<file path="src/qtr_pkg.sv">
`default_nettype none
package qtr_pkg;

  localparam int FRAC_BITS = 16;
  localparam int ANG_FRAC  = 32;
  localparam int QW        = 18;
  localparam int PW        = 40;
  localparam int TW        = 31;
  localparam int SQW       = 31;
  localparam int RW        = 63;
  localparam int XW        = 51;
  localparam int ZW        = 37;
  localparam int MW        = 48;
  localparam int ROLL_W    = 19;
  localparam int PITCH_W   = 18;
  localparam int NNORM     = 6;
  localparam int NSQ       = 31;
  localparam int TBL_LEN   = 30;
  localparam int RND_SH    = ANG_FRAC - FRAC_BITS;

  localparam logic signed [PW-1:0] ONE_P     = PW'(64'sd1) <<< (2 * FRAC_BITS);
  localparam logic signed [PW-1:0] NEG_ONE_P = -ONE_P;
  localparam logic [RW-1:0]        ONE_SQ    = RW'(1) << 60;

  localparam logic signed [ZW-1:0] PI_Q32     = ZW'(64'sd13493037705);
  localparam logic signed [ZW-1:0] HALF_PI_Q32 = ZW'(64'sd6746518852);
  localparam logic signed [ZW-1:0] RND        = ZW'(64'sd1) <<< (RND_SH - 1);
  localparam logic signed [ZW-1:0] PI_F       = (PI_Q32 + RND) >>> RND_SH;
  localparam logic signed [ZW-1:0] HALF_PI_F  = (HALF_PI_Q32 + RND) >>> RND_SH;

  typedef struct packed {
    logic signed [PW-1:0] roll_y;
    logic signed [PW-1:0] roll_x;
    logic signed [PW-1:0] yaw_y;
    logic signed [PW-1:0] yaw_x;
    logic signed [TW-1:0] t;
    logic                 sat;
    logic                 sat_neg;
  } qtr_side_t;

  typedef struct packed {
    logic [RW-1:0]  rem;
    logic [SQW-1:0] root;
    qtr_side_t      side;
  } qtr_sq_t;

  typedef struct packed {
    logic signed [XW-1:0] x;
    logic signed [XW-1:0] y;
    logic signed [ZW-1:0] z;
    logic [MW-1:0]        m;
    logic [1:0]           tag;
  } qtr_lane_t;

  function automatic logic signed [ZW-1:0] atan_q32(input int i);
    logic signed [ZW-1:0] a;
    case (i)
      0:       a = ZW'(64'sd3373259426);
      1:       a = ZW'(64'sd1991351318);
      2:       a = ZW'(64'sd1052175346);
      3:       a = ZW'(64'sd534100635);
      4:       a = ZW'(64'sd268086748);
      5:       a = ZW'(64'sd134174063);
      6:       a = ZW'(64'sd67103403);
      7:       a = ZW'(64'sd33553749);
      8:       a = ZW'(64'sd16777131);
      9:       a = ZW'(64'sd8388597);
      10:      a = ZW'(64'sd4194303);
      default: a = (i < TBL_LEN) ? (ZW'(64'sd1) <<< (ANG_FRAC - i)) : '0;
    endcase
    return a;
  endfunction

  function automatic qtr_lane_t make_lane(input logic signed [XW-1:0] y,
                                          input logic signed [XW-1:0] x,
                                          input logic [1:0] tag);
    qtr_lane_t l;
    logic [XW-1:0] ax;
    logic [XW-1:0] ay;
    ax = x[XW-1] ? XW'(-x) : XW'(x);
    ay = y[XW-1] ? XW'(-y) : XW'(y);
    l.x = x;
    l.y = y;
    l.z = '0;
    l.m = (ax > ay) ? MW'(ax) : MW'(ay);
    l.tag = tag;
    return l;
  endfunction

endpackage
`default_nettype wire

</file>
<file path="src/qtr_cordic_cell.sv">
`default_nettype none
module qtr_cordic_cell #(
  parameter int IDX = 0
) (
  input  logic               clk,
  input  logic               en,
  input  qtr_pkg::qtr_lane_t d_i,
  output qtr_pkg::qtr_lane_t d_o
);
  import qtr_pkg::*;

  localparam logic signed [ZW-1:0] ANG = atan_q32(IDX);

  qtr_lane_t            d_r;
  qtr_lane_t            d_nxt;
  logic signed [XW-1:0] xs;
  logic signed [XW-1:0] ys;

  always_comb begin
    xs    = d_i.x >>> IDX;
    ys    = d_i.y >>> IDX;
    d_nxt = d_i;
    if (!d_i.y[XW-1]) begin
      d_nxt.x = d_i.x + ys;
      d_nxt.y = d_i.y - xs;
      d_nxt.z = d_i.z + ANG;
    end else begin
      d_nxt.x = d_i.x - ys;
      d_nxt.y = d_i.y + xs;
      d_nxt.z = d_i.z - ANG;
    end
  end

  always_ff @(posedge clk) begin
    if (en) begin
      d_r <= d_nxt;
    end
  end

  assign d_o = d_r;
endmodule
`default_nettype wire

</file>
<file path="config.mk">
export PLATFORM = sky130hd
export DESIGN_NAME = qtr_cordic_cell
export DESIGN_NICKNAME = d
export VERILOG_FILES = /design/src/qtr_pkg.sv /design/src/qtr_cordic_cell.sv
export SDC_FILE = /design/constraint.sdc
export NUM_CORES = 1
export LEC_CHECK = 0
export ABC_AREA = 1
export BUFFER_PORTS_ARGS = -buffer_cell sky130_fd_sc_hd__buf_2
export CAP_MARGIN = 20
export CORE_MARGIN = 5
export CORE_UTILIZATION = 53
export DETAILED_ROUTE_END_ITERATION = 12
export PLACE_DENSITY = 0.86
export SYNTH_ARGS = -nofsm -noshare
export SYNTH_HDL_FRONTEND = slang
export SYNTH_SLANG_ARGS = --single-unit
</file>
<file path="constraint.sdc">
create_clock -name clk -period 2.35 [get_ports clk]
set_input_delay 0.235 -clock clk [delete_from_list [all_inputs] [get_ports clk]]
set_output_delay 0.235 -clock clk [all_outputs]
set_load 0.02 [all_outputs]
</file>
==> flow_metrics.env, run 1 <==
export IMPL_synth_flop_cell="edfxtp_1"
export IMPL_path_clk_slew_ns=0.08
export IMPL_die_h_um=210
export IMPL_initial_core_util_pct=53.4
export IMPL_hold_viol_final=0
export IMPL_ys_types=50
export IMPL_fin_tns_setup_ns=0
export IMPL_synth_enable_flop_cells=188
export IMPL_powerDensity_nw_per_um2=505
export IMPL_finalPower_mw=14.4
export IMPL_wl_per_cell_um=19.5
export IMPL_p_leak_nw=15.4
export IMPL_rows=73
export IMPL_cap_violations=0
export IMPL_dp_cells=4633
export IMPL_endpoint_kind="register"
export IMPL_max_freq_mhz=445
export IMPL_drtIter0Drc=2549
export IMPL_path_cells="buf_2 > inv_1 > ha_1 > a21oi_1 > o21ai_0 > inv_1 > nand2_1 > buf_4 > nand2_1 > nand4_1 > or2_2 > nand3_1 > nand2_1"
export IMPL_cts_sinks=188
export IMPL_relSlewSlack_pct=64.1
export IMPL_startpoint_type="input port"
export IMPL_utilization_pct=72.2
export IMPL_max_stage_delay_ns=0.44
export IMPL_setup_viol=0
export IMPL_grt_pass1_vias=24900
export IMPL_io_pins=380
export IMPL_syn_nets=3637
export IMPL_critPathRequiredTime_ns=2.59
export IMPL_multiInputGateArea_um2=12900
export IMPL_portBuffers=379
export IMPL_hold_path_class="in2reg"
export IMPL_vias=25700
export IMPL_cp_max_fo=8
export IMPL_drtAntennaViolNets=0
export IMPL_drive_gt1_share_pct=25.8
export IMPL_hp_start="d_i[6]"
export IMPL_syn_inst=3242
export IMPL_synth_area_leaders="edfxtp_1 (27%), nand2_1 (17%), ha_1 (12%), inv_1 (9.6%), nand3_1 (6.4%)"
export IMPL_drc=0
export IMPL_layout_commonest_cell="nand2_1"
export IMPL_htreeDepth=4
export IMPL_fillerInstances=3347
export IMPL_root_buffer="clkbuf_16"
export IMPL_cts_buffer_depth=2
export IMPL_die_x_um=210
export IMPL_dp_hpwl_mm=77.1
export IMPL_holdPathEnd="d_o[6]$_DFFE_PP_"
export IMPL_holdWs_ns=0.0268
export IMPL_cp_arrival_ns=2.49
export IMPL_largest_reg_flops=188
export IMPL_slew_viol_final=0
export IMPL_grt_max_degree=100
export IMPL_syn_avg_cell_area_um2=6.52
export IMPL_ys_ff_latch=188
export IMPL_ys_warn_count=0
export IMPL_fp_dieArea_um2=44000
export IMPL_num_antenna_cells=0
export IMPL_crit_top_cell="nand2_1"
export IMPL_cts_buffers=17
export IMPL_finalWirelength_mm=92.0
export IMPL_status="completed"
export IMPL_fin_nets=4571
export IMPL_rsz0062_at_grt="false"
export IMPL_drt_pass1_iterations=7
export IMPL_areaGrowthSynthToFinish_pct=35.1
export IMPL_mostFrequentLayoutCells="nand2_1 (982), buf_4 (555), inv_1 (538)"
export IMPL_track_usage_pct=40.1
export IMPL_whs_path_depth=1
export IMPL_cts_tree="yes"
export IMPL_fp_coreArea_um2=39500
export IMPL_async_flop_share_pct=0
export IMPL_antenna_found_initial=1
export IMPL_synth_top_area_share_pct=26.7
export IMPL_worst_path_max_delay_cell="ha_1"
export IMPL_worstSetupPathType="in2reg"
export IMPL_period_minus_slack_ns=2.25
export IMPL_tightest_slew_ns=0.533
export IMPL_viasPerCell=5.46
export IMPL_grt_pass1_wl_mm=137
export IMPL_place_gp_congestion=1.04
export IMPL_peakVddDrop_uv=500
export IMPL_fin_cells=4714
export IMPL_yosysSeqAreaShare_pct=26.7
export IMPL_yosys_area_top_type="edfxtp_1"
export IMPL_grt_overflow_total=0
export IMPL_fin_crit_sh_pct=95.6
export IMPL_seq_area_um2=5650
export IMPL_syn_area_um2=21100
==> power breakdown <==
part           leakage (nW)  internal (mW)  total [mW]  switching (mW)
clock network         0.299           1.54        3.18            1.63
logic                  13.3           2.57        6.82            4.25
registers              1.84           4.25        4.43           0.182
total                  15.4           8.36        14.4            6.06
==> worst max-delay path, delay by kind of cell <==
family                     cells  cell delay (ns)
adders and majority gates      1             0.44
and+or+nand+nor                6             0.70
buffers and inverters          4             0.42
AOI/OAI and AO/OA              2             0.69
==> logic make-up (layout without fill, tap and decap cells) <==
family                   after synthesis  count (layout)  synth area share, %
adder cells (fa/ha/maj)              204             204                 12.2
flip-flops                           188             188                 26.7
buffers and inverters                624            1571                 12.1
AO/OA/AOI/OAI                        510             510                 13.4
XOR/XNOR                              50              50                 2.07
AND/OR/NAND/NOR                     1666            1666                 33.5
==> layout make-up <==
class,instances,share of cell area [%]
sequential,188,19.8
clock inverter,15,0.688
timing repair buffer,985,23.2
multi-input combinational,2430,45.3
clock buffer,17,1.49
tap,525,2.30
inverter,554,7.29
==> metrics by stage <==
step                      cell area (µm²)  setup slack, ns
after floorplan                     21100           0.0135
after global placement              27400           -0.265
after detailed placement            27400           -0.263
after CTS                           28500            0.248
after global routing                28500          0.00597
final                               28500            0.103
==> cells in the mapped netlist (13+ instances only) <==
master    count
buf_4        31
o22ai_1      15
o21ai_1      25
xnor2_1      14
nand2_1     982
a21oi_1     230
nand4_1      47
nor3_1       21
edfxtp_1    188
nor2_2       33
ha_1        200
xor2_1       36
inv_2        15
clkbuf_1     13
nand3_1     270
o21ai_0     161
inv_1       539
o21bai_1     30
nor2_1      249
==> how the worst max path moves through the flow <==
stage / from / end / slack, ns / depth (start not counted)
after detailed placement: d_i[120] / d_o[188]$_DFFE_PP_ / -0.26 / 13
after global routing: d_i[120] / d_o[137]$_DFFE_PP_ / 0.006 / 15
after CTS: d_i[91] / d_o[110]$_DFFE_PP_ / 0.25 / 13
final: d_i[91] / d_o[110]$_DFFE_PP_ / 0.10 / 13
after global placement: d_i[120] / d_o[188]$_DFFE_PP_ / -0.26 / 13
after floorplan: d_i[137] / d_o[85]$_DFFE_PP_ / 0.01 / 12
==> layer usage <==
metal  up-vias  track usage, %  wire, µm
li1      12300               -         -
met1     11700            48.0     34700
met2      1429            67.5     42300
met3       307            7.34      8680
met4         0            23.3      6270
met5         -               0         0
==> repair_timing <==
item | in CTS | in global routing
resized for setup | 0 | 1
hold buffers | 49 | 0
endpoints found under the hold margin | 49 | 0
endpoints found under the setup margin | 0 | 2
setup buffers | 0 | 0
No activity file was read; power rests on OpenSTA's default activity.
==> run 2, diff against run 1 <==
Settings changed: CELL_PAD_IN_SITES_DETAIL_PLACEMENT from default to 1, CELL_PAD_IN_SITES_GLOBAL_PLACEMENT from default to 2, CORE_UTILIZATION 53 to 34, HOLD_SLACK_MARGIN from default to 0.08, PLACE_DENSITY 0.86 to 0.95.
Clock period 2.35 ns to 2.8 ns, I/O delays scaled along.
==> flow_metrics.env, run 2 (same netlist as run 1, synthesis figures left out) <==
export IMPL_status="completed"
export IMPL_grt_pass1_vias=25000
export IMPL_path_cells="buf_2 > inv_1 > ha_1 > inv_1 > a21oi_1 > o21ai_0 > a21oi_1 > nand2_1 > a21oi_1 > nand3_1 > nand3b_1 > nand2_1"
export IMPL_max_stage_delay_ns=0.52
export IMPL_cp_arrival_ns=2.71
export IMPL_setup_slack_ns=0.360
export IMPL_drtAntennaViolNets=0
export IMPL_worstSetupPathType="in2reg"
export IMPL_startpoint_type="input port"
export IMPL_cp_max_fo=9
export IMPL_finalWirelength_mm=98.9
export IMPL_tightest_slew_ns=0.721
export IMPL_cts_tree="yes"
export IMPL_io_pins=380
export IMPL_grt_max_degree=103
export IMPL_vias=24100
export IMPL_worst_path_max_delay_cell="ha_1"
export IMPL_drt_pass1_iterations=5
export IMPL_drive_gt1_share_pct=19.0
export IMPL_fin_area_um2=26500
export IMPL_setup_viol=0
export IMPL_die_x_um=259
export IMPL_max_freq_mhz=410
export IMPL_period_minus_slack_ns=2.44
export IMPL_cts_buffer_depth=2
export IMPL_portBuffers=379
export IMPL_cts_setup_buffers=0
export IMPL_initial_core_util_pct=34.3
export IMPL_crit_top_cell="a21oi_1"
export IMPL_rsz0062_at_grt="false"
export IMPL_largest_reg_flops=188
export IMPL_seq_area_um2=5650
export IMPL_dp_hpwl_mm=83.2
export IMPL_fin_cells=4686
export IMPL_fin_tns_setup_ns=0
export IMPL_critPathRequiredTime_ns=3.07
export IMPL_htreeDepth=4
export IMPL_holdWs_ns=0.183
export IMPL_dp_cells=4598
export IMPL_cts_sinks=188
export IMPL_antenna_found_initial=5
export IMPL_areaGrowthSynthToFinish_pct=25.3
export IMPL_cap_violations=0
export IMPL_viasPerCell=5.14
export IMPL_endpoint_kind="register"
export IMPL_critical_path_buf_inv_count=3
export IMPL_placed_area_um2=25300
export IMPL_wl_per_cell_um=21.1
export IMPL_place_gp_congestion=1.04
export IMPL_fillerInstances=8232
export IMPL_fin_crit_sh_pct=87.1
export IMPL_fp_coreArea_um2=61600
export IMPL_path_clk_slew_ns=0.08
export IMPL_mostFrequentLayoutCells="nand2_1 (982), inv_1 (538), buf_2 (377)"
export IMPL_hold_viol_final=0
export IMPL_drc=0
export IMPL_cts_buffers=17
export IMPL_rows=91
export IMPL_layout_commonest_cell="nand2_1"
export IMPL_peakVddDrop_uv=410
export IMPL_track_usage_pct=28.3
export IMPL_cts_resized=0
export IMPL_multiInputGateArea_um2=12900
export IMPL_relSlewSlack_pct=51.4
export IMPL_slew_viol_final=0
export IMPL_pre_cts_slack_ns=-0.134
export IMPL_crit_family="compound AO/OA/AOI/OAI gates"
export IMPL_grt_pass1_wl_mm=146
export IMPL_hold_path_class="in2reg"
export IMPL_fin_nets=4227
export IMPL_powerDensity_nw_per_um2=443
export IMPL_cts_hold_fix_buffers=52
export IMPL_die_h_um=259
export IMPL_root_buffer="clkbuf_16"
export IMPL_grt_overflow_total=0
export IMPL_fp_dieArea_um2=67200
export IMPL_drtIter0Drc=1384
export IMPL_p_leak_nw=13.8
[run 2: changes by cell type in the layout (fill, tap and decap cells not counted), sizes merged]
cell         previous run  this run
buf                   935       588
bufinv                  1         0
clkinv                  7         5
clkinvlp                1         0
diode                   0         4
dlygate4sd3            49        52
inv                   560       564
[run 2: layout make-up]
class,count,share of cell area (%)
Clock inverter,15,0.808
Antenna cell,4,0.0378
Inverter,554,7.86
Clock buffer,17,1.61
Sequential cell,188,21.3
Timing Repair Buffer,641,15.6
Multi-Input combinational cell,2430,48.8
Tap cell,837,3.96
[run 2: routing by layer]
layer | wire [µm] | track usage, %
met5 | 11 | 0
met4 | 3520 | 9.29
met3 | 4680 | 3.90
met2 | 49400 | 51.5
met1 | 41200 | 34.4
[run 2: worst paths after layout]
path	end	start	slack (ns)	depth (start not counted)
setup / recovery	d_o[188]$_DFFE_PP_	d_i[120]	0.36	12
hold / removal	d_o[86]$_DFFE_PP_	d_i[86]	0.18	4
[run 2: report_power, final]
part,switching (mW),internal (mW)
Combinational,3.55,1.73
Clock,1.49,1.26
Sequential,0.134,3.56
[run 2: through the flow]
| step | total power [mW] | util [%] |
|---|---|---|
| 6_report | 11.7 | 43.0 |
| 5_1_grt | 12.3 | 43.0 |
| 4_1_cts | 11.7 | 43.0 |
| 3_5_place_dp | 8.89 | 41.1 |
| 3_3_place_gp | 8.78 | 41.1 |
| 2_1_floorplan | 6.68 | - |
