**config.mk**
```make
export PLATFORM = sky130hd
export DESIGN_NAME = qtr_norm_cell
export DESIGN_NICKNAME = d
export VERILOG_FILES = /design/src/qtr_pkg.sv /design/src/qtr_norm_cell.sv
export SDC_FILE = /design/constraint.sdc
export NUM_CORES = 1
export LEC_CHECK = 0
export BUFFER_PORTS_ARGS = -buffer_cell sky130_fd_sc_hd__buf_2
export CORE_AREA = 2 2 148 150
export CTS_BUF_LIST = sky130_fd_sc_hd__clkbuf_4 sky130_fd_sc_hd__clkbuf_8 sky130_fd_sc_hd__clkbuf_16
export CTS_CLUSTER_DIAMETER = 40
export DETAILED_ROUTE_END_ITERATION = 10
export DIE_AREA = 0 0 150 152
export HOLD_SLACK_MARGIN = 0.02
export MAX_ROUTING_LAYER = met4
export SKIP_CTS_REPAIR_TIMING = 1
export SYNTH_ARGS = -nofsm -noshare
export SYNTH_HDL_FRONTEND = slang
export SYNTH_SLANG_ARGS = --single-unit
```
**constraint.sdc**
```tcl
create_clock -name clk -period 4.4 [get_ports clk]
set_input_delay 1.1 -clock clk [delete_from_list [all_inputs] [get_ports clk]]
set_output_delay 1.1 -clock clk [all_outputs]
set_load 0.03 [all_outputs]
```
**src/qtr_pkg.sv**
```systemverilog
`default_nettype none
package qtr_pkg;

  localparam int FRAC_BITS = 16;
  localparam int ANG_FRAC  = 32;
  localparam int QW        = 18;
  localparam int PW        = 40;
  localparam int TW        = 31;
  localparam int SQW       = 31;
  localparam int RW        = 63;
  localparam int XW        = 51;
  localparam int ZW        = 37;
  localparam int MW        = 48;
  localparam int ROLL_W    = 19;
  localparam int PITCH_W   = 18;
  localparam int NNORM     = 6;
  localparam int NSQ       = 31;
  localparam int TBL_LEN   = 30;
  localparam int RND_SH    = ANG_FRAC - FRAC_BITS;

  localparam logic signed [PW-1:0] ONE_P     = PW'(64'sd1) <<< (2 * FRAC_BITS);
  localparam logic signed [PW-1:0] NEG_ONE_P = -ONE_P;
  localparam logic [RW-1:0]        ONE_SQ    = RW'(1) << 60;

  localparam logic signed [ZW-1:0] PI_Q32     = ZW'(64'sd13493037705);
  localparam logic signed [ZW-1:0] HALF_PI_Q32 = ZW'(64'sd6746518852);
  localparam logic signed [ZW-1:0] RND        = ZW'(64'sd1) <<< (RND_SH - 1);
  localparam logic signed [ZW-1:0] PI_F       = (PI_Q32 + RND) >>> RND_SH;
  localparam logic signed [ZW-1:0] HALF_PI_F  = (HALF_PI_Q32 + RND) >>> RND_SH;

  typedef struct packed {
    logic signed [PW-1:0] roll_y;
    logic signed [PW-1:0] roll_x;
    logic signed [PW-1:0] yaw_y;
    logic signed [PW-1:0] yaw_x;
    logic signed [TW-1:0] t;
    logic                 sat;
    logic                 sat_neg;
  } qtr_side_t;

  typedef struct packed {
    logic [RW-1:0]  rem;
    logic [SQW-1:0] root;
    qtr_side_t      side;
  } qtr_sq_t;

  typedef struct packed {
    logic signed [XW-1:0] x;
    logic signed [XW-1:0] y;
    logic signed [ZW-1:0] z;
    logic [MW-1:0]        m;
    logic [1:0]           tag;
  } qtr_lane_t;

  function automatic logic signed [ZW-1:0] atan_q32(input int i);
    logic signed [ZW-1:0] a;
    case (i)
      0:       a = ZW'(64'sd3373259426);
      1:       a = ZW'(64'sd1991351318);
      2:       a = ZW'(64'sd1052175346);
      3:       a = ZW'(64'sd534100635);
      4:       a = ZW'(64'sd268086748);
      5:       a = ZW'(64'sd134174063);
      6:       a = ZW'(64'sd67103403);
      7:       a = ZW'(64'sd33553749);
      8:       a = ZW'(64'sd16777131);
      9:       a = ZW'(64'sd8388597);
      10:      a = ZW'(64'sd4194303);
      default: a = (i < TBL_LEN) ? (ZW'(64'sd1) <<< (ANG_FRAC - i)) : '0;
    endcase
    return a;
  endfunction

  function automatic qtr_lane_t make_lane(input logic signed [XW-1:0] y,
                                          input logic signed [XW-1:0] x,
                                          input logic [1:0] tag);
    qtr_lane_t l;
    logic [XW-1:0] ax;
    logic [XW-1:0] ay;
    ax = x[XW-1] ? XW'(-x) : XW'(x);
    ay = y[XW-1] ? XW'(-y) : XW'(y);
    l.x = x;
    l.y = y;
    l.z = '0;
    l.m = (ax > ay) ? MW'(ax) : MW'(ay);
    l.tag = tag;
    return l;
  endfunction

endpackage
`default_nettype wire

```
**src/qtr_norm_cell.sv**
```systemverilog
`default_nettype none
module qtr_norm_cell #(
  parameter int SH   = 32,
  parameter bit LAST = 1'b0
) (
  input  logic               clk,
  input  logic               en,
  input  qtr_pkg::qtr_lane_t d_i,
  output qtr_pkg::qtr_lane_t d_o
);
  import qtr_pkg::*;

  qtr_lane_t d_r;
  qtr_lane_t d_nxt;
  qtr_lane_t s;

  always_comb begin
    s = d_i;
    // top bits clear: shift up toward the normalized position
    if (d_i.m[MW-2 -: SH] == '0) begin
      s.x = d_i.x <<< SH;
      s.y = d_i.y <<< SH;
      s.m = d_i.m << SH;
    end
    d_nxt = s;
    if (LAST && s.x[XW-1]) begin
      d_nxt.z = s.y[XW-1] ? -PI_Q32 : PI_Q32;
      d_nxt.x = -s.x;
      d_nxt.y = -s.y;
    end
  end

  always_ff @(posedge clk) begin
    if (en) begin
      d_r <= d_nxt;
    end
  end

  assign d_o = d_r;
endmodule
`default_nettype wire

```
==> results.tsv, run 1 <==
stage	metric	value	unit
cells_and_area	fin_util	0.455	
cells_and_area	layout-drive-gt1-share	0.604	
floorplanning	die_h	152	microns
floorplanning	io_pins	380	
global_route	grt_max_degree	124	
floorplanning	core_area	21400	sq um
setup_path	path_depth	6	
setup_path	critPathLaunchType	primary input	
hold_path	hp-class	primary input to register	
cells_and_area	instances_no_fill	1032	
clock_tree	cts_buffers	17	
job	maxCapViolCount	0	
sta	rsz0062_at_grt	no	
sta	tns	0	ps
synthesis	avgSynthCellArea	19.1	sq um
cells_and_area	area_growth	39.5	%
global_route	grt_pass1_vias	4538	
floorplanning	initial_utilization	0.326	
clock_tree	cts_tree	built	
floorplanning	die_area	22800	sq um
setup_path	critPathMaxStageDelay	570	ps
detailed_routing	drt_wl_total	17.7	mm
global_route	grt_first_pass_wirelength	25.6	mm
clock_tree	cts_num_sinks	189	
setup_path	worstPathCellList	buf_2 -> nor4_1 -> nand4_1 -> nor2_4 -> buf_12 -> mux2_2	
pwr	p_leak	4.12	nW
sta	fmax	0.333	GHz
setup_path	critPathBufInv	2	
detailed_routing	dr.pass1.iters	5	
setup_path	worstPathArrival	3170	ps
clock_tree	root_buffer	clkbuf_16	
outcome	status	finished clean	
detailed_routing	drc	0	
pwr	powerDensity	444	nW/um^2
setup_path	cp_slowest_cell	nor4_1	
synthesis	ys_seq_elements	189	
detailed_routing	antenna_left	0	
synthesis	syn_nets	555	
setup_path	cp_max_fo	123	
setup_path	crit_start	d_i[46]	
global_route	grt_antenna_before_repair	5	
setup_path	worstPathRequired	4560	ps
clock_tree	path_clk_slew	80	ps
floorplanning	die_x	150	microns
placed_design	dp_cells	996	
synthesis	yosysSeqAreaShare	0.816	
sta	whs	854	ps
detailed_routing	routed_via_density	4.37	
synthesis	syn_area	6960	sq um
clock_tree	cts.path.max_buffers	2	
detailed_routing	dr_total_vias	4508	
cells_and_area	largest_reg_flops	189	
setup_path	crit_path_end_kind	register	
placed_design	dpl.hpwl	13.1	mm
global_route	grt-ovfl-total	0	
pwr	totalPowerFinal	4.31	mW
synthesis	synth_cell_types	12	
pwr	ir_drop	228	uV
sta	period_share	0.683	
placed_design	routabilityCongestion	0.841	
sta	worstMarginPinSlew	783	ps
detailed_routing	post_drt_wl_per_cell	17.2	microns
sta	slew_violations	0	
clock_tree	htree_levels	4	
sta	setup_violations	0	
sta	slew_headroom	0.478	
placed_design	port_buffers	379	
synthesis	synth_cells	364	
sta	post-route-min-period	3010	ps
synthesis	yosys_warnings	0	
sta	finalHoldViolCount	0	
setup_path	path_delay_family	simple AND/OR/NAND/NOR gates	
setup_path	crit_end	d_o[170]$_DFFE_PP_	
cells_and_area	finish.net_count	926	
setup_path	path_class	primary input to register	
floorplanning	row_count	54	
detailed_routing	dr.first_iter.drc_count	171	
global_route	grt_usage	0.154	
kinds of logic after synthesis:
family,count (synthesis),share of synthesized area
AO/OA/AOI/OAI,15,0.0162
AND/OR/NAND/NOR,91,0.0826
flip-flops,189,0.816
buffers and inverters,31,0.0239
multiplexers,38,0.0615
power by group:
group,leakage [nW],switching [mW],internal [mW]
clock,0.278,0.716,0.804
sequential,1.85,0.0326,2.14
combinational,1.99,0.430,0.189
metrics by stage:
stage,cell area [sq um],setup slack (ps)
after CTS,9690,1480
final,9710,1390
after detailed placement,9110,1030
after global placement,9110,1020
after floorplan,6960,1890
after global routing,9710,1400
Yosys cell counts:
library cell / instances / area (sq um)
edfxtp_1: 189 / 5680
nor2b_1: 80 / 500
mux2_2: 37 / 417
clkbuf_1: 17 / 63.8
a21o_1: 15 / 113
nor4_1: 8 / 50.1
buf_2: 7 / 35.0
buf_6: 4 / 45.0
buf_4: 3 / 22.5
nand4_1: 2 / 12.5
mux2_1: 1 / 11.3
nor2_4: 1 / 11.3
layout by cell type (no fill, tap or decap):
cell,count
mux2_2,37
buf_2,378
inv_8,4
clkinvlp_4,2
diode_2,5
nand4_1,2
buf_12,3
buf_4,1
mux2_1,1
clkbuf_16,17
nor2b_1,80
edfxtp_1,189
clkinv_4,2
nor2_4,1
inv_6,3
clkinv_8,1
bufinv_16,1
clkbuf_8,1
clkinv_1,1
nor4_1,8
a21o_1,15
layout make-up:
type | instances | area [sq um]
tap | 280 | 350
multi-input combinational | 144 | 1110
timing repair buffer | 383 | 1970
fill | 1985 | 11600
antenna | 5 | 12.5
clock inverter | 14 | 154
sequential | 189 | 5680
clock buffer | 17 | 425
how the worst min path moves through the flow:
stage,startpoint,end,slack (ps),cells after the start
2_1_floorplan,d_i[0],d_o[0]$_DFFE_PP_,1200,0
3_3_place_gp,d_i[67],d_o[67]$_DFFE_PP_,1280,1
3_5_place_dp,d_i[1],d_o[1]$_DFFE_PP_,1280,1
4_1_cts,d_i[83],d_o[83]$_DFFE_PP_,820,1
5_1_grt,d_i[86],d_o[86]$_DFFE_PP_,830,1
6_report,d_i[83],d_o[83]$_DFFE_PP_,850,1
layer usage:
metal,track usage,vias to the layer above,part of all wire
li1,-,2100,-
met1,0.173,2127,0.38
met2,0.256,252,0.50
met3,0.0520,29,0.092
met4,0.0557,0,0.022
met5,-,-,0
No activity file was read; power rests on OpenSTA's default activity.
==> run 2: changes to the inputs <==
--- a/config.mk
+++ b/config.mk
@@ -5,14 +5,16 @@
 export SDC_FILE = /design/constraint.sdc
 export NUM_CORES = 1
 export LEC_CHECK = 0
+export ABC_AREA = 1
 export BUFFER_PORTS_ARGS = -buffer_cell sky130_fd_sc_hd__buf_2
-export CORE_AREA = 2 2 148 150
+export CORE_AREA = 2 2 146 148
 export CTS_BUF_LIST = sky130_fd_sc_hd__clkbuf_4 sky130_fd_sc_hd__clkbuf_8 sky130_fd_sc_hd__clkbuf_16
 export CTS_CLUSTER_DIAMETER = 40
 export DETAILED_ROUTE_END_ITERATION = 10
-export DIE_AREA = 0 0 150 152
+export DIE_AREA = 0 0 148 150
 export HOLD_SLACK_MARGIN = 0.02
 export MAX_ROUTING_LAYER = met4
+export PLACE_DENSITY = 0.68
 export SKIP_CTS_REPAIR_TIMING = 1
 export SYNTH_ARGS = -nofsm -noshare
 export SYNTH_HDL_FRONTEND = slang
==> constraint.sdc (replaced) <==
create_clock -name clk -period 2.4 [get_ports clk]
set_input_delay 0.6 -clock clk [delete_from_list [all_inputs] [get_ports clk]]
set_output_delay 0.6 -clock clk [all_outputs]
set_load 0.03 [all_outputs]
==> results.tsv, run 2 <==
stage	metric	value	unit	change
synthesis	synth_cells	577		+59%
clock_tree	cts_buffers	17		unchanged
cells_and_area	finish.instance_area	10100	sq um	+4.2%
synthesis	yosysSeqAreaShare	0.782		-0.0339
detailed_routing	wl_met1	7.33	mm	+8.2%
sta	tns	0	ps	unchanged
placed_design	port_buffers	379		unchanged
setup_path	worstPathArrival	1950	ps	-1220 ps
sta	worst_slack	635	ps	-760 ps
clock_tree	root_buffer	clkbuf_16		
floorplanning	core_area	20700	sq um	-3.1%
global_route	grt-ovfl-total	0		unchanged
synthesis	ys_seq_elements	189		unchanged
cells_and_area	multi_input_area	1010	sq um	-9.2%
sta	period_share	0.735		
sta	finalHoldViolCount	0		unchanged
global_route	grt_pass1_vias	5298		+17%
synthesis	synthTopCellsByCount	edfxtp_1, nand2_1, nor2_1, inv_1, o21ai_0		
pwr	internal-power	5.66	mW	+81%
pwr	pwr-share-seq	0.503		about the same
placed_design	place_area	9530	sq um	+4.5%
detailed_routing	dr.first_iter.drc_count	272		+59%
pwr	switchingPower	2.24	mW	+90%
placed_design	dp_cells	1210		+21%
cells_and_area	layout-drive-gt1-share	0.446		-0.158
floorplanning	io_pins	380		unchanged
pwr	powerDensity	781	nW/um^2	+76%
synthesis	yosys_warnings	0		unchanged
setup_path	crit_path_end_kind	register		
synthesis	syn_area	7260	sq um	+4.3%
clock_tree	path_clk_slew	80	ps	about the same
placed_design	routabilityCongestion	0.831		-1.3%
global_route	grt_usage	0.174		+0.0200
synthesis	avgSynthCellArea	12.6	sq um	-34%
detailed_routing	wl_met2	9.84	mm	+10%
synthesis	syn_nets	768		+38%
job	maxCapViolCount	0		unchanged
cells_and_area	layout_commonest_cell	buf_2		
sta	fmax	0.567	GHz	
synthesis	synth-edff-count	189		unchanged
detailed_routing	routed_via_density	4.31		-1.4%
sta	rsz0062_at_grt	no		
sta	setup_violations	0		unchanged
clock_tree	cts_num_sinks	189		unchanged
sta	slew_headroom	0.674		+0.196
setup_path	path_class	primary input to register		
pwr	power_frac_comb	0.147		+0.004
global_route	grt_first_pass_wirelength	28.3	mm	+10%
cells_and_area	num-fill-cells	1889		-4.8%
cells_and_area	fin_util	0.489		+0.0340
floorplanning	initial_utilization	0.351		+0.0250
cells_and_area	seq_area	5680	sq um	unchanged
floorplanning	die_x	148	microns	-1.3%
cells_and_area	final_cell_mix	buf_2, edfxtp_1, nand2_1, nor2_1, inv_1		
hold_path	hold_path_startpoint	d_i[84]		
setup_path	cp_max_fo	38		-69%
clock_tree	cts.path.max_buffers	2		unchanged
setup_path	worstPathRequired	2590	ps	-1970 ps
sta	slew_violations	0		unchanged
cells_and_area	instances_no_fill	1245		+21%
synthesis	synth_cell_types	12		unchanged
clock_tree	htree_levels	4		unchanged
floorplanning	row_count	53		-1.9%
synthesis	synth_top_area_frac	0.782		-0.0339
global_route	grt_antenna_before_repair	3		-2
setup_path	crit_start	d_i[28]		
detailed_routing	wl_met3	1.47	mm	-9.8%
hold_path	hp-class	primary input to register		
cells_and_area	area_growth	39.3	%	
synthesis	yosysMostFrequentCell	edfxtp_1		
cells_and_area	largest_reg_flops	189		unchanged
detailed_routing	antenna_left	0		unchanged
synthesis	async_flop_share	0		unchanged
floorplanning	die_area	22200	sq um	-2.6%
cells_and_area	finish.net_count	1145		+24%
sta	worstMarginPinSlew	489	ps	-294 ps
detailed_routing	dr.pass1.iters	6		+1
synthesis	ys_top_cells_by_area	edfxtp_1, nand2_1, nor2_1, inv_1, o21ai_0		
synthesis	synthFlopType	edfxtp_1		
pwr	ir_drop	445	uV	+95%
detailed_routing	post_drt_wl_per_cell	15.4	microns	-10%
clock_tree	cts_tree	built		
detailed_routing	drc	0		unchanged
placed_design	dpl.hpwl	14.5	mm	+11%
setup_path	critPathLaunchType	primary input		
pwr	p_leak	4.69	nW	+14%
pwr	swShare	0.284		+0.0103
outcome	status	finished clean		
synthesis	synth_area_leader_cell	edfxtp_1		
sta	post-route-min-period	1760	ps	
detailed_routing	dr_total_vias	5365		+19%
detailed_routing	top_layer	met4		
floorplanning	die_h	150	microns	-1.3%
pwr	p_clk_frac	0.350		-0.003
detailed_routing	drt_wl_total	19.2	mm	+8.4%
global_route	grt_max_degree	44		-65%
placed_design	post-place-ws	170	ps	-856 ps
run 2: critical path, stage by stage:
cell     delay [ps]
buf_2           100
nor2_1          100
nand2_1          70
nor2_1          230
nand2_1         170
buf_4           280
o21ai_0         290
nand2_1          70
run 2: worst paths after layout:
kind | cells after the start | to | slack [ps]
worst max-delay path | 8 | d_o[180]$_DFFE_PP_ | 640
worst min-delay path | 1 | d_o[84]$_DFFE_PP_ | 340
run 2: cells by family (layout without fill, tap and decap cells):
group | after synthesis | in the layout | synth area share
AO/OA/AOI/OAI | 38 | 38 | 0.0262
buffers and inverters | 134 | 524 | 0.0790
flip-flops | 189 | 189 | 0.782
other | 0 | 3 | 0
AND/OR/NAND/NOR | 216 | 216 | 0.113
run 2: layout make-up:
type / count / share of cell area
Clock buffer: 18 / 0.0428
Sequential cell: 189 / 0.561
Tap cell: 275 / 0.0340
Antenna cell: 3 / 0.000743
Timing Repair Buffer: 397 / 0.212
Inverter: 95 / 0.0353
Multi-Input combinational cell: 254 / 0.100
Clock inverter: 14 / 0.0141
run 2: metrics by stage:
step	hold slack (ps)	power, mW
after detailed placement	778	5.22
final	338	7.90
after CTS	315	7.97
after global placement	776	5.20
after global routing	319	8.17
after floorplan	699	4.70
run 2: power by group through the flow:
stage	combinational [mW]	sequential [mW]	clock, mW
after floorplan	0.0999	4.60	0
final	1.16	3.98	2.76
after global placement	1.16	4.05	0
after global routing	1.23	4.00	2.94
after detailed placement	1.17	4.05	0
after CTS	1.17	3.98	2.82
run 2: metal layers:
metal | vias to the layer above | track usage
li1 | 2609 | -
met1 | 2467 | 0.197
met2 | 251 | 0.290
met3 | 38 | 0.0457
met4 | 0 | 0.0838
met5 | - | -
