### src/qtr_pkg.sv
`default_nettype none
package qtr_pkg;

  localparam int FRAC_BITS = 16;
  localparam int ANG_FRAC  = 32;
  localparam int QW        = 18;
  localparam int PW        = 40;
  localparam int TW        = 31;
  localparam int SQW       = 31;
  localparam int RW        = 63;
  localparam int XW        = 51;
  localparam int ZW        = 37;
  localparam int MW        = 48;
  localparam int ROLL_W    = 19;
  localparam int PITCH_W   = 18;
  localparam int NNORM     = 6;
  localparam int NSQ       = 31;
  localparam int TBL_LEN   = 30;
  localparam int RND_SH    = ANG_FRAC - FRAC_BITS;

  localparam logic signed [PW-1:0] ONE_P     = PW'(64'sd1) <<< (2 * FRAC_BITS);
  localparam logic signed [PW-1:0] NEG_ONE_P = -ONE_P;
  localparam logic [RW-1:0]        ONE_SQ    = RW'(1) << 60;

  localparam logic signed [ZW-1:0] PI_Q32     = ZW'(64'sd13493037705);
  localparam logic signed [ZW-1:0] HALF_PI_Q32 = ZW'(64'sd6746518852);
  localparam logic signed [ZW-1:0] RND        = ZW'(64'sd1) <<< (RND_SH - 1);
  localparam logic signed [ZW-1:0] PI_F       = (PI_Q32 + RND) >>> RND_SH;
  localparam logic signed [ZW-1:0] HALF_PI_F  = (HALF_PI_Q32 + RND) >>> RND_SH;

  typedef struct packed {
    logic signed [PW-1:0] roll_y;
    logic signed [PW-1:0] roll_x;
    logic signed [PW-1:0] yaw_y;
    logic signed [PW-1:0] yaw_x;
    logic signed [TW-1:0] t;
    logic                 sat;
    logic                 sat_neg;
  } qtr_side_t;

  typedef struct packed {
    logic [RW-1:0]  rem;
    logic [SQW-1:0] root;
    qtr_side_t      side;
  } qtr_sq_t;

  typedef struct packed {
    logic signed [XW-1:0] x;
    logic signed [XW-1:0] y;
    logic signed [ZW-1:0] z;
    logic [MW-1:0]        m;
    logic [1:0]           tag;
  } qtr_lane_t;

  function automatic logic signed [ZW-1:0] atan_q32(input int i);
    logic signed [ZW-1:0] a;
    case (i)
      0:       a = ZW'(64'sd3373259426);
      1:       a = ZW'(64'sd1991351318);
      2:       a = ZW'(64'sd1052175346);
      3:       a = ZW'(64'sd534100635);
      4:       a = ZW'(64'sd268086748);
      5:       a = ZW'(64'sd134174063);
      6:       a = ZW'(64'sd67103403);
      7:       a = ZW'(64'sd33553749);
      8:       a = ZW'(64'sd16777131);
      9:       a = ZW'(64'sd8388597);
      10:      a = ZW'(64'sd4194303);
      default: a = (i < TBL_LEN) ? (ZW'(64'sd1) <<< (ANG_FRAC - i)) : '0;
    endcase
    return a;
  endfunction

  function automatic qtr_lane_t make_lane(input logic signed [XW-1:0] y,
                                          input logic signed [XW-1:0] x,
                                          input logic [1:0] tag);
    qtr_lane_t l;
    logic [XW-1:0] ax;
    logic [XW-1:0] ay;
    ax = x[XW-1] ? XW'(-x) : XW'(x);
    ay = y[XW-1] ? XW'(-y) : XW'(y);
    l.x = x;
    l.y = y;
    l.z = '0;
    l.m = (ax > ay) ? MW'(ax) : MW'(ay);
    l.tag = tag;
    return l;
  endfunction

endpackage
`default_nettype wire

### src/qtr_sqrt_cell.sv
`default_nettype none
module qtr_sqrt_cell #(
  parameter int BIT = 30
) (
  input  logic             clk,
  input  logic             en,
  input  qtr_pkg::qtr_sq_t d_i,
  output qtr_pkg::qtr_sq_t d_o
);
  import qtr_pkg::*;

  qtr_sq_t       d_r;
  qtr_sq_t       d_nxt;
  logic [RW-1:0] trial;

  always_comb begin
    trial = (RW'(d_i.root) << (BIT + 1)) + (RW'(1) << (2 * BIT));
    d_nxt = d_i;
    if (d_i.rem >= trial) begin
      d_nxt.rem  = d_i.rem - trial;
      d_nxt.root = d_i.root | (SQW'(1) << BIT);
    end
  end

  always_ff @(posedge clk) begin
    if (en) begin
      d_r <= d_nxt;
    end
  end

  assign d_o = d_r;
endmodule
`default_nettype wire

### config.mk
export PLATFORM = sky130hd
export DESIGN_NAME = qtr_sqrt_cell
export DESIGN_NICKNAME = d
export VERILOG_FILES = /design/src/qtr_pkg.sv /design/src/qtr_sqrt_cell.sv
export SDC_FILE = /design/constraint.sdc
export NUM_CORES = 1
export LEC_CHECK = 0
export BUFFER_PORTS_ARGS = -buffer_cell sky130_fd_sc_hd__buf_4
export CORE_AREA = 4 4 223 225
export DETAILED_ROUTE_END_ITERATION = 6
export DIE_AREA = 0 0 227 229
export MAX_ROUTING_LAYER = met4
export PLACE_DENSITY = 0.52
export SYNTH_ARGS = -nofsm -noshare
export SYNTH_HDL_FRONTEND = slang
export SYNTH_SLANG_ARGS = --single-unit
### constraint.sdc
create_clock -name clk -period 3.4 [get_ports clk]
set_input_delay 0.51 -clock clk [delete_from_list [all_inputs] [get_ports clk]]
set_output_delay 0.51 -clock clk [all_outputs]
set_load 0.05 [all_outputs]
==> results of run 1 <==
-- power by group through the flow --
stage | sequential, µW | combinational, µW | clock [µW]
4_1_cts | 4360 | 2660 | 3840
2_1_floorplan | 5500 | 471 | 0
6_report | 4350 | 2620 | 3700
3_3_place_gp | 4420 | 2640 | 0
5_1_grt | 4380 | 2740 | 3980
3_5_place_dp | 4420 | 2650 | 0
-- cell usage in the layout, fill, tap and decap left out, drive strengths merged, types with 3 or more instances in the layout --
cell / count
nand4: 12
a31oi: 6
o31ai: 4
nor2b: 4
nor2: 31
a211oi: 3
ha: 33
nand3: 15
and3: 6
or2: 3
and4: 3
nor3b: 3
o21a: 4
edfxtp: 287
diode: 4
xnor2: 14
xor2: 7
mux2: 24
a21oi: 34
nor4: 8
a21o: 14
clkinvlp: 5
nand2: 40
or3: 4
o21bai: 3
nor3: 11
o21ai: 21
o211ai: 3
clkinv: 12
inv: 38
clkbuf: 43
o41ai: 5
buf: 598
-- metrics by stage --
stage	std cells	power, µW	util, %	setup WS, ns	cell area (µm²)
2_1_floorplan	672	5980	-	0.676	11300
5_1_grt	1940	11100	37.2	0.713	17700
3_3_place_gp	1872	7070	34.9	0.254	16600
6_report	1940	10700	37.2	0.838	17700
4_1_cts	1936	10900	37.2	0.852	17700
3_5_place_dp	1872	7070	34.9	0.245	16600
-- cells by family after synthesis --
logic type | synth area share, %
XOR/XNOR | 1.63
flip-flops | 76.2
adder cells (fa/ha/maj) | 3.83
buffers and inverters | 1.90
multiplexers | 2.99
AND/OR/NAND/NOR | 6.87
AO/OA/AOI/OAI | 6.59
-- metal layers --
metal	global-route usage, %	vias up
li1	-	3866
met2	33.0	339
met3	5.40	48
met1	17.6	4149
met4	3.42	0
met5	-	-
-- final cells by class --
type	instances	area, µm²
antenna	4	10.0
clock buffer	43	927
clock inverter	21	194
fill	4580	29800
inverter	36	135
multi-input combinational	336	2480
sequential	287	8620
tap	615	769
timing repair buffer	598	4570
-- worst paths after layout --
| path | startpoint | endpoint | slack [ns] | cells after the start |
|---|---|---|---|---|
| worst min-delay path | d_i[34] | d_o[34]$_DFFE_PP_ | 0.13 | 1 |
| worst max-delay path | d_i[194] | d_o[274]$_DFFE_PP_ | 0.84 | 10 |
==> flow_summary.ini, run 1 <==
[clock_tree]
cts_root_buffer = clkbuf_16
post_cts_resized = 0
h-tree-depth = 2
cts_tree = built
cts_made_buffers = 36
cts.clk_slew.worst_paths_ns = 0.06
post-cts-setup-buffers = 0
clock_path_buffers = 3
ctsHoldBuffers = 0
clock_sink_count = 287

[setup_path]
end_kind = register
critPathBufInv = 2
cp_slowest_cell = a31oi_1
required_ns = 3.71
critPathTopFamily = compound AO/OA/AOI/OAI gates
worstSetupStartpointType = primary input
crit_chain = buf_4, inv_1, ha_1, nor2b_1, o2111ai_1, a211o_1, nand4_1, a31oi_1, o211ai_1, mux2_4
crit_fanout = 4
worstSetupPathType = primary input to register
cpPeakStageDelay_ns = 0.50
crit_arrival_ns = 2.87

[drt]
dr_wl_met3_mm = 4.09
drtIter0Drc = 413
wl_per_cell_um = 24.1
dr.max_layer_used = met4
first_pass_iters = 4
met2_length_mm = 25.8
viasPerCell = 4.33
via_count = 8402
wirelength_mm = 46.8
drc = 0
drtAntennaViolNets = 0
met1_length_mm = 16.2

[power]
seqPwrFrac_pct = 40.8
power.internal_uw = 7250
leakage_uw = 0.00747
pwr-share-comb_pct = 24.6
peakVddDrop_mv = 0.328
power_density_nw_per_um2 = 603
power_frac_clock_pct = 34.6
p_switching_uw = 3420
switching_share_pct = 32.0

[final_layout]
synthToLayoutAreaGrowth_pct = 56.5
largest_reg_flops = 287
num-nets-final = 1618
drive_gt1_share_pct = 52.4

[timing]
max_freq_ghz = 0.390
maxSlewViolCount = 0
maxSlewHeadroom_pct = 44.6
hold_ws_ns = 0.133
min_period_over_period_pct = 75.3
hold_viol = 0
period_needed_ns = 2.56
grt_setup_unrepaired = false
setup-violations-final = 0
setup-tns-final_ns = 0
worst_pin_slew_ns = 0.831

[yosys]
syn_inst = 672
ys_warn_count = 0
syn_nets = 995
postSynthAreaPerCell_um2 = 16.8
synth_top_cell_area_share_pct = 76.2
synth_cell_types = 57
synth_common_cells = edfxtp_1 (287), nand2_1 (39), inv_1 (36)
synth_edf_count = 287
synth_top_flop_cell = edfxtp_1
seq_area_frac_synth_pct = 76.2
synth_area_um2 = 11300
yosysTopAreaCell = edfxtp_1
ys_seq_elements = 287
synth.most_common_cell = edfxtp_1
async_flop_share_pct = 0
synth_area_leaders = edfxtp_1 (76%), ha_1 (3.7%), mux2_4 (2.4%)

[grt]
grt_start_max_net_pins = 86
grt.total_usage_pct = 17.4
antenna_found_initial = 4
first_global_vias = 8724
grt_pass1_wl_mm = 63.6
overflow = 0

[die]
coreArea_um2 = 47500
die_w_um = 227
dieArea_um2 = 52000
ios = 576
num_rows = 80
die_height_um = 229
initial_core_util_pct = 23.8

[job]
max_cap_viol_count = 0

[min_path]
min_path_type = primary input to register

[placement]
portBuffers = 575
globalplace.congestion = 0.856
dpl.hpwl_mm = 37.6

[run_status]
status = complete, no violations
Note: power is estimated with default switching activity, not from simulation.
==> run 2, diff against run 1 <==
--- a/config.mk
+++ b/config.mk
@@ -6,11 +6,11 @@
 export NUM_CORES = 1
 export LEC_CHECK = 0
 export BUFFER_PORTS_ARGS = -buffer_cell sky130_fd_sc_hd__buf_4
-export CORE_AREA = 4 4 223 225
+export CORE_AREA = 4 4 222 224
 export DETAILED_ROUTE_END_ITERATION = 6
-export DIE_AREA = 0 0 227 229
+export DIE_AREA = 0 0 226 228
 export MAX_ROUTING_LAYER = met4
-export PLACE_DENSITY = 0.52
+export PLACE_DENSITY = 0.54
 export SYNTH_ARGS = -nofsm -noshare
 export SYNTH_HDL_FRONTEND = slang
 export SYNTH_SLANG_ARGS = --single-unit
==> constraint.sdc (replaced) <==
create_clock -name clk -period 2.3 [get_ports clk]
set_input_delay 0.345 -clock clk [delete_from_list [all_inputs] [get_ports clk]]
set_output_delay 0.345 -clock clk [all_outputs]
set_load 0.05 [all_outputs]
==> run 2 against run 1 <==
  * Critical path depth is 3 higher
  * Via count rose by 17%
  * Sequential power up 48%
  * Clock-buffer cell count shrank 2
  * Final cell count up 20%
  * First-iteration DRC count rose by 13%
==> flow_summary.ini, run 2 (synthesis gave the netlist of run 1 again) <==
[setup_path]
worstSetupPathType = primary input to register
cp_common_cell = buf_4
crit_arrival_ns = 2.59
required_ns = 2.65
cpPeakStageDelay_ns = 0.36
worstSetupStartpointType = primary input
cp_slowest_cell = a211o_1
crit_chain = buf_4, inv_12, ha_4, inv_2, fa_2, nand3_2, a211o_1, a21oi_2, o21ai_2, a21oi_1, nor2_4, buf_4, o41ai_2
end_kind = register
crit_fanout = 9

[timing]
hold_ws_ns = 0.0958
maxSlewViolCount = 0
worst_pin_slew_ns = 0.497
hold_viol = 0
maxSlewHeadroom_pct = 66.9
min_period_over_period_pct = 97.3
setup-tns-final_ns = 0
max_freq_ghz = 0.447
grt_setup_unrepaired = true
setup_slack_ns = 0.0612
period_needed_ns = 2.24
setup-violations-final = 0

[final_layout]
finalNonFillerCells = 2321
drive_gt1_share_pct = 49.1
largest_reg_flops = 287
synthToLayoutAreaGrowth_pct = 88.1
layout_common_cells = buf_4 (719), edfxtp_1 (287), dlygate4sd3_1 (251)
layout_commonest_cell = buf_4
fin_util_pct = 44.9
num-nets-final = 1995

[grt]
grt_pass1_wl_mm = 70.4
antenna_found_initial = 11
grt_start_max_net_pins = 64
grt.total_usage_pct = 19.0
first_global_vias = 10600
overflow = 0

[power]
power_density_nw_per_um2 = 771
peakVddDrop_mv = 0.505
power.internal_uw = 11200
pwr-share-comb_pct = 27.7
switching_share_pct = 31.6
power_frac_clock_pct = 33.0
p_switching_uw = 5180
seqPwrFrac_pct = 39.3
leakage_uw = 0.00914

[placement]
globalplace.congestion = 0.875
place_ws_ns = -0.602
dpl.hpwl_mm = 38.5
placed_cells = 1995
portBuffers = 575

[clock_tree]
cts_made_buffers = 35
clock_path_buffers = 3
cts_root_buffer = clkbuf_16
h-tree-depth = 2
cts.clk_slew.worst_paths_ns = 0.06
cts_tree = built
clock_sink_count = 287

[drt]
drtAntennaViolNets = 0
wirelength_mm = 50.3
drc = 0
via_count = 9857
first_pass_iters = 7
viasPerCell = 4.25
wl_per_cell_um = 21.7
drtIter0Drc = 468

[run_status]
status = complete, no violations

[die]
coreArea_um2 = 47300
die_height_um = 228
initial_core_util_pct = 23.9
num_rows = 80
die_w_um = 226
dieArea_um2 = 51500
ios = 576

[job]
max_cap_viol_count = 0

[min_path]
min_path_type = primary input to register
## run 2: cell count changes in the layout (fill, tap and decap cells not counted), moves of 4 or more
cell	change
buf_4	+128
ha_1	-4
dlygate4sd3_1	+251
diode_2	+7
## run 2: power by group through the flow
stage / registers (µW) / clock network [µW] / logic [µW]
finish: 6440 / 5420 / 4550
global route: 6480 / 5850 / 4760
CTS: 6440 / 5620 / 4560
detailed placement: 6540 / 0 / 4170
global placement: 6540 / 0 / 4150
floorplan: 8140 / 0 / 719
## run 2: worst paths after layout
check     start            endpoint  cells after the start
min    d_i[221]  d_o[221]$_DFFE_PP_                      2
max    d_i[255]  d_o[282]$_DFFE_PP_                     13
## run 2: repair_timing
action	CTS	global route
cloned	0	2
hold buffers	251	0
setup endpoints to repair	3	26
buffers inserted	0	2
gates resized for setup	1	8
endpoints found under the hold margin	251	0
pin swaps	0	5
## run 2: per-stage QoR
step / cell area (µm²) / total power (µW)
2_1_floorplan: 11400 / 8860
3_3_place_gp: 17500 / 10700
3_5_place_dp: 17500 / 10700
4_1_cts: 21200 / 16600
5_1_grt: 21300 / 17100
6_report: 21300 / 16400
## run 2: layer usage
layer / global-route usage, % / vias up / wire length [µm]
li1: - / 4622 / -
met1: 19.6 / 4754 / 18100
met2: 33.5 / 388 / 26200
met3: 5.13 / 93 / 3440
met4: 8.56 / 0 / 2570
met5: - / - / 0
## run 2: area by class of cell
cell class	instances	area [µm²]
antenna	11	27.5
clock buffer	41	898
clock inverter	19	211
fill	4303	26100
inverter	36	148
multi-input combinational	338	2620
sequential	287	8620
tap	615	769
timing repair buffer	974	7990
## run 2: critical path, delay by kind of cell
kind                     cells  cell delay [ns]
AND/OR/NAND/NOR              2             0.24
AO/OA/AOI/OAI                5             1.27
adder cells (fa/ha/maj)      2             0.35
buffers and inverters        4             0.38
==> run 3, diff against run 2 <==
--- a/config.mk
+++ b/config.mk
@@ -10,7 +10,7 @@
 export DETAILED_ROUTE_END_ITERATION = 6
 export DIE_AREA = 0 0 226 228
 export MAX_ROUTING_LAYER = met4
-export PLACE_DENSITY = 0.54
+export PLACE_DENSITY_LB_ADDON = 0.1
 export SYNTH_ARGS = -nofsm -noshare
 export SYNTH_HDL_FRONTEND = slang
 export SYNTH_SLANG_ARGS = --single-unit
==> run 3 against run 2 <==
  * Sequential share of layout area fell by 0.14 points
  * Via count down 1.6%
  * Final cell count did not move
  * First-iteration DRC count fell by 21%
  * Fmax down 2.0%
==> flow_summary.ini, run 3 (synthesis gave the netlist of run 1 again) <==
[clock_tree]
clock_sink_count = 287
cts_root_buffer = clkbuf_16
cts_tree = built
cts_made_buffers = 36
clock_path_buffers = 3
cts.clk_slew.worst_paths_ns = 0.05
h-tree-depth = 2

[grt]
grt.total_usage_pct = 18.3
use_met1_pct = 18.9
top_usage_layer = met2
first_global_vias = 10400
antenna_found_initial = 3
grtUsageMet2_pct = 34.4
grt_pass1_wl_mm = 68.1
grt_start_max_net_pins = 54
grt_util_met3_pct = 4.41
overflow = 0

[drt]
drtAntennaViolNets = 0
wirelength_mm = 48.9
drc = 0
via_count = 9702
first_pass_iters = 5
wl_per_cell_um = 21.1
drtIter0Drc = 369
viasPerCell = 4.18

[setup_path]
crit_fanout = 6
worstSetupStartpointType = primary input
worstSetupPathType = primary input to register
end_kind = register
crit_arrival_ns = 2.55
required_ns = 2.57

[timing]
maxSlewHeadroom_pct = 64.9
hold_ws_ns = 0.0861
min_period_over_period_pct = 99.3
setup-tns-final_ns = 0
maxSlewViolCount = 0
max_freq_ghz = 0.438
setup_slack_ns = 0.0166
worst_pin_slew_ns = 0.525
hold_viol = 0
setup-violations-final = 0
period_needed_ns = 2.28

[power]
peakVddDrop_mv = 0.432
switching_share_pct = 31.7
power.internal_uw = 11100
power_frac_clock_pct = 32.0
leakage_uw = 0.00919
seqPwrFrac_pct = 39.6
p_switching_uw = 5150
power_density_nw_per_um2 = 760
pwr-share-comb_pct = 28.3

[placement]
place_ws_ns = -0.599
globalplace.congestion = 0.838
portBuffers = 575
dpl.hpwl_mm = 37.6

[die]
dieArea_um2 = 51500
initial_core_util_pct = 23.9
ios = 576
die_height_um = 228
num_rows = 80
die_w_um = 226
coreArea_um2 = 47300

[final_layout]
synthToLayoutAreaGrowth_pct = 88.7
layout_common_cells = buf_4 (720), edfxtp_1 (287), dlygate4sd3_1 (248)
layout_commonest_cell = buf_4
largest_reg_flops = 287
num-nets-final = 1999
drive_gt1_share_pct = 49.9

[job]
max_cap_viol_count = 0

[run_status]
status = complete, no violations

[min_path]
min_path_type = primary input to register
-- run 3: metrics by stage --
step | total power [µW] | instance area (µm²) | std cells | util, %
after floorplan | 8860 | 11400 | 672 | -
after global placement | 10700 | 17600 | 1996 | 37.1
after detailed placement | 10700 | 17600 | 1996 | 37.1
after CTS | 16400 | 21100 | 2309 | 44.6
after global routing | 16900 | 21300 | 2321 | 45.1
final | 16200 | 21300 | 2321 | 45.1
-- run 3: timing repair --
item / 4_1_cts / 5_1_grt
gates resized for setup: 2 / 29
endpoints found under the hold margin: 248 / 0
gates cloned: 0 / 3
hold buffers: 248 / 0
setup endpoints to repair: 4 / 27
buffers inserted: 0 / 6
pin swaps: 1 / 13
-- run 3: path summary, 6_finish.rpt --
| check | startpoint | endpoint | slack (ns) | cells after the start |
|---|---|---|---|---|
| min | d_i[213] | d_o[213]$_DFFE_PP_ | 0.09 | 2 |
| max | d_i[195] | d_o[267]$_DFFE_PP_ | 0.02 | 10 |
-- run 3: layout make-up --
type                       count  area, µm²
inverter                      36        150
tap                          615        769
fill                        4429      26000
timing repair buffer         976       8030
clock buffer                  45        956
sequential                   287       8620
multi-input combinational    339       2710
clock inverter                20        110
antenna                        3       7.51
-- run 3: power by group through the flow --
| stage | combinational [µW] | clock, µW | sequential [µW] |
|---|---|---|---|
| after floorplan | 719 | 0 | 8140 |
| after global placement | 4160 | 0 | 6530 |
| after detailed placement | 4170 | 0 | 6530 |
| after CTS | 4560 | 5440 | 6430 |
| after global routing | 4810 | 5640 | 6470 |
| final | 4590 | 5200 | 6430 |
-- run 3: layer usage --
metal  up-vias  routed length, µm
li1       4629                  -
met1      4688              17700
met2       315              26800
met3        70               3100
met4         0               1300
met5         -                  0
-- run 3: critical path, stage by stage --
cell and delay (ns):
buf_6 0.08, inv_4 0.03, ha_4 0.26, or4b_4 0.47, nor4_4 0.36, and4_4 0.31, a31oi_4 0.10, buf_12 0.17
nand2_8 0.12, mux2_4 0.31
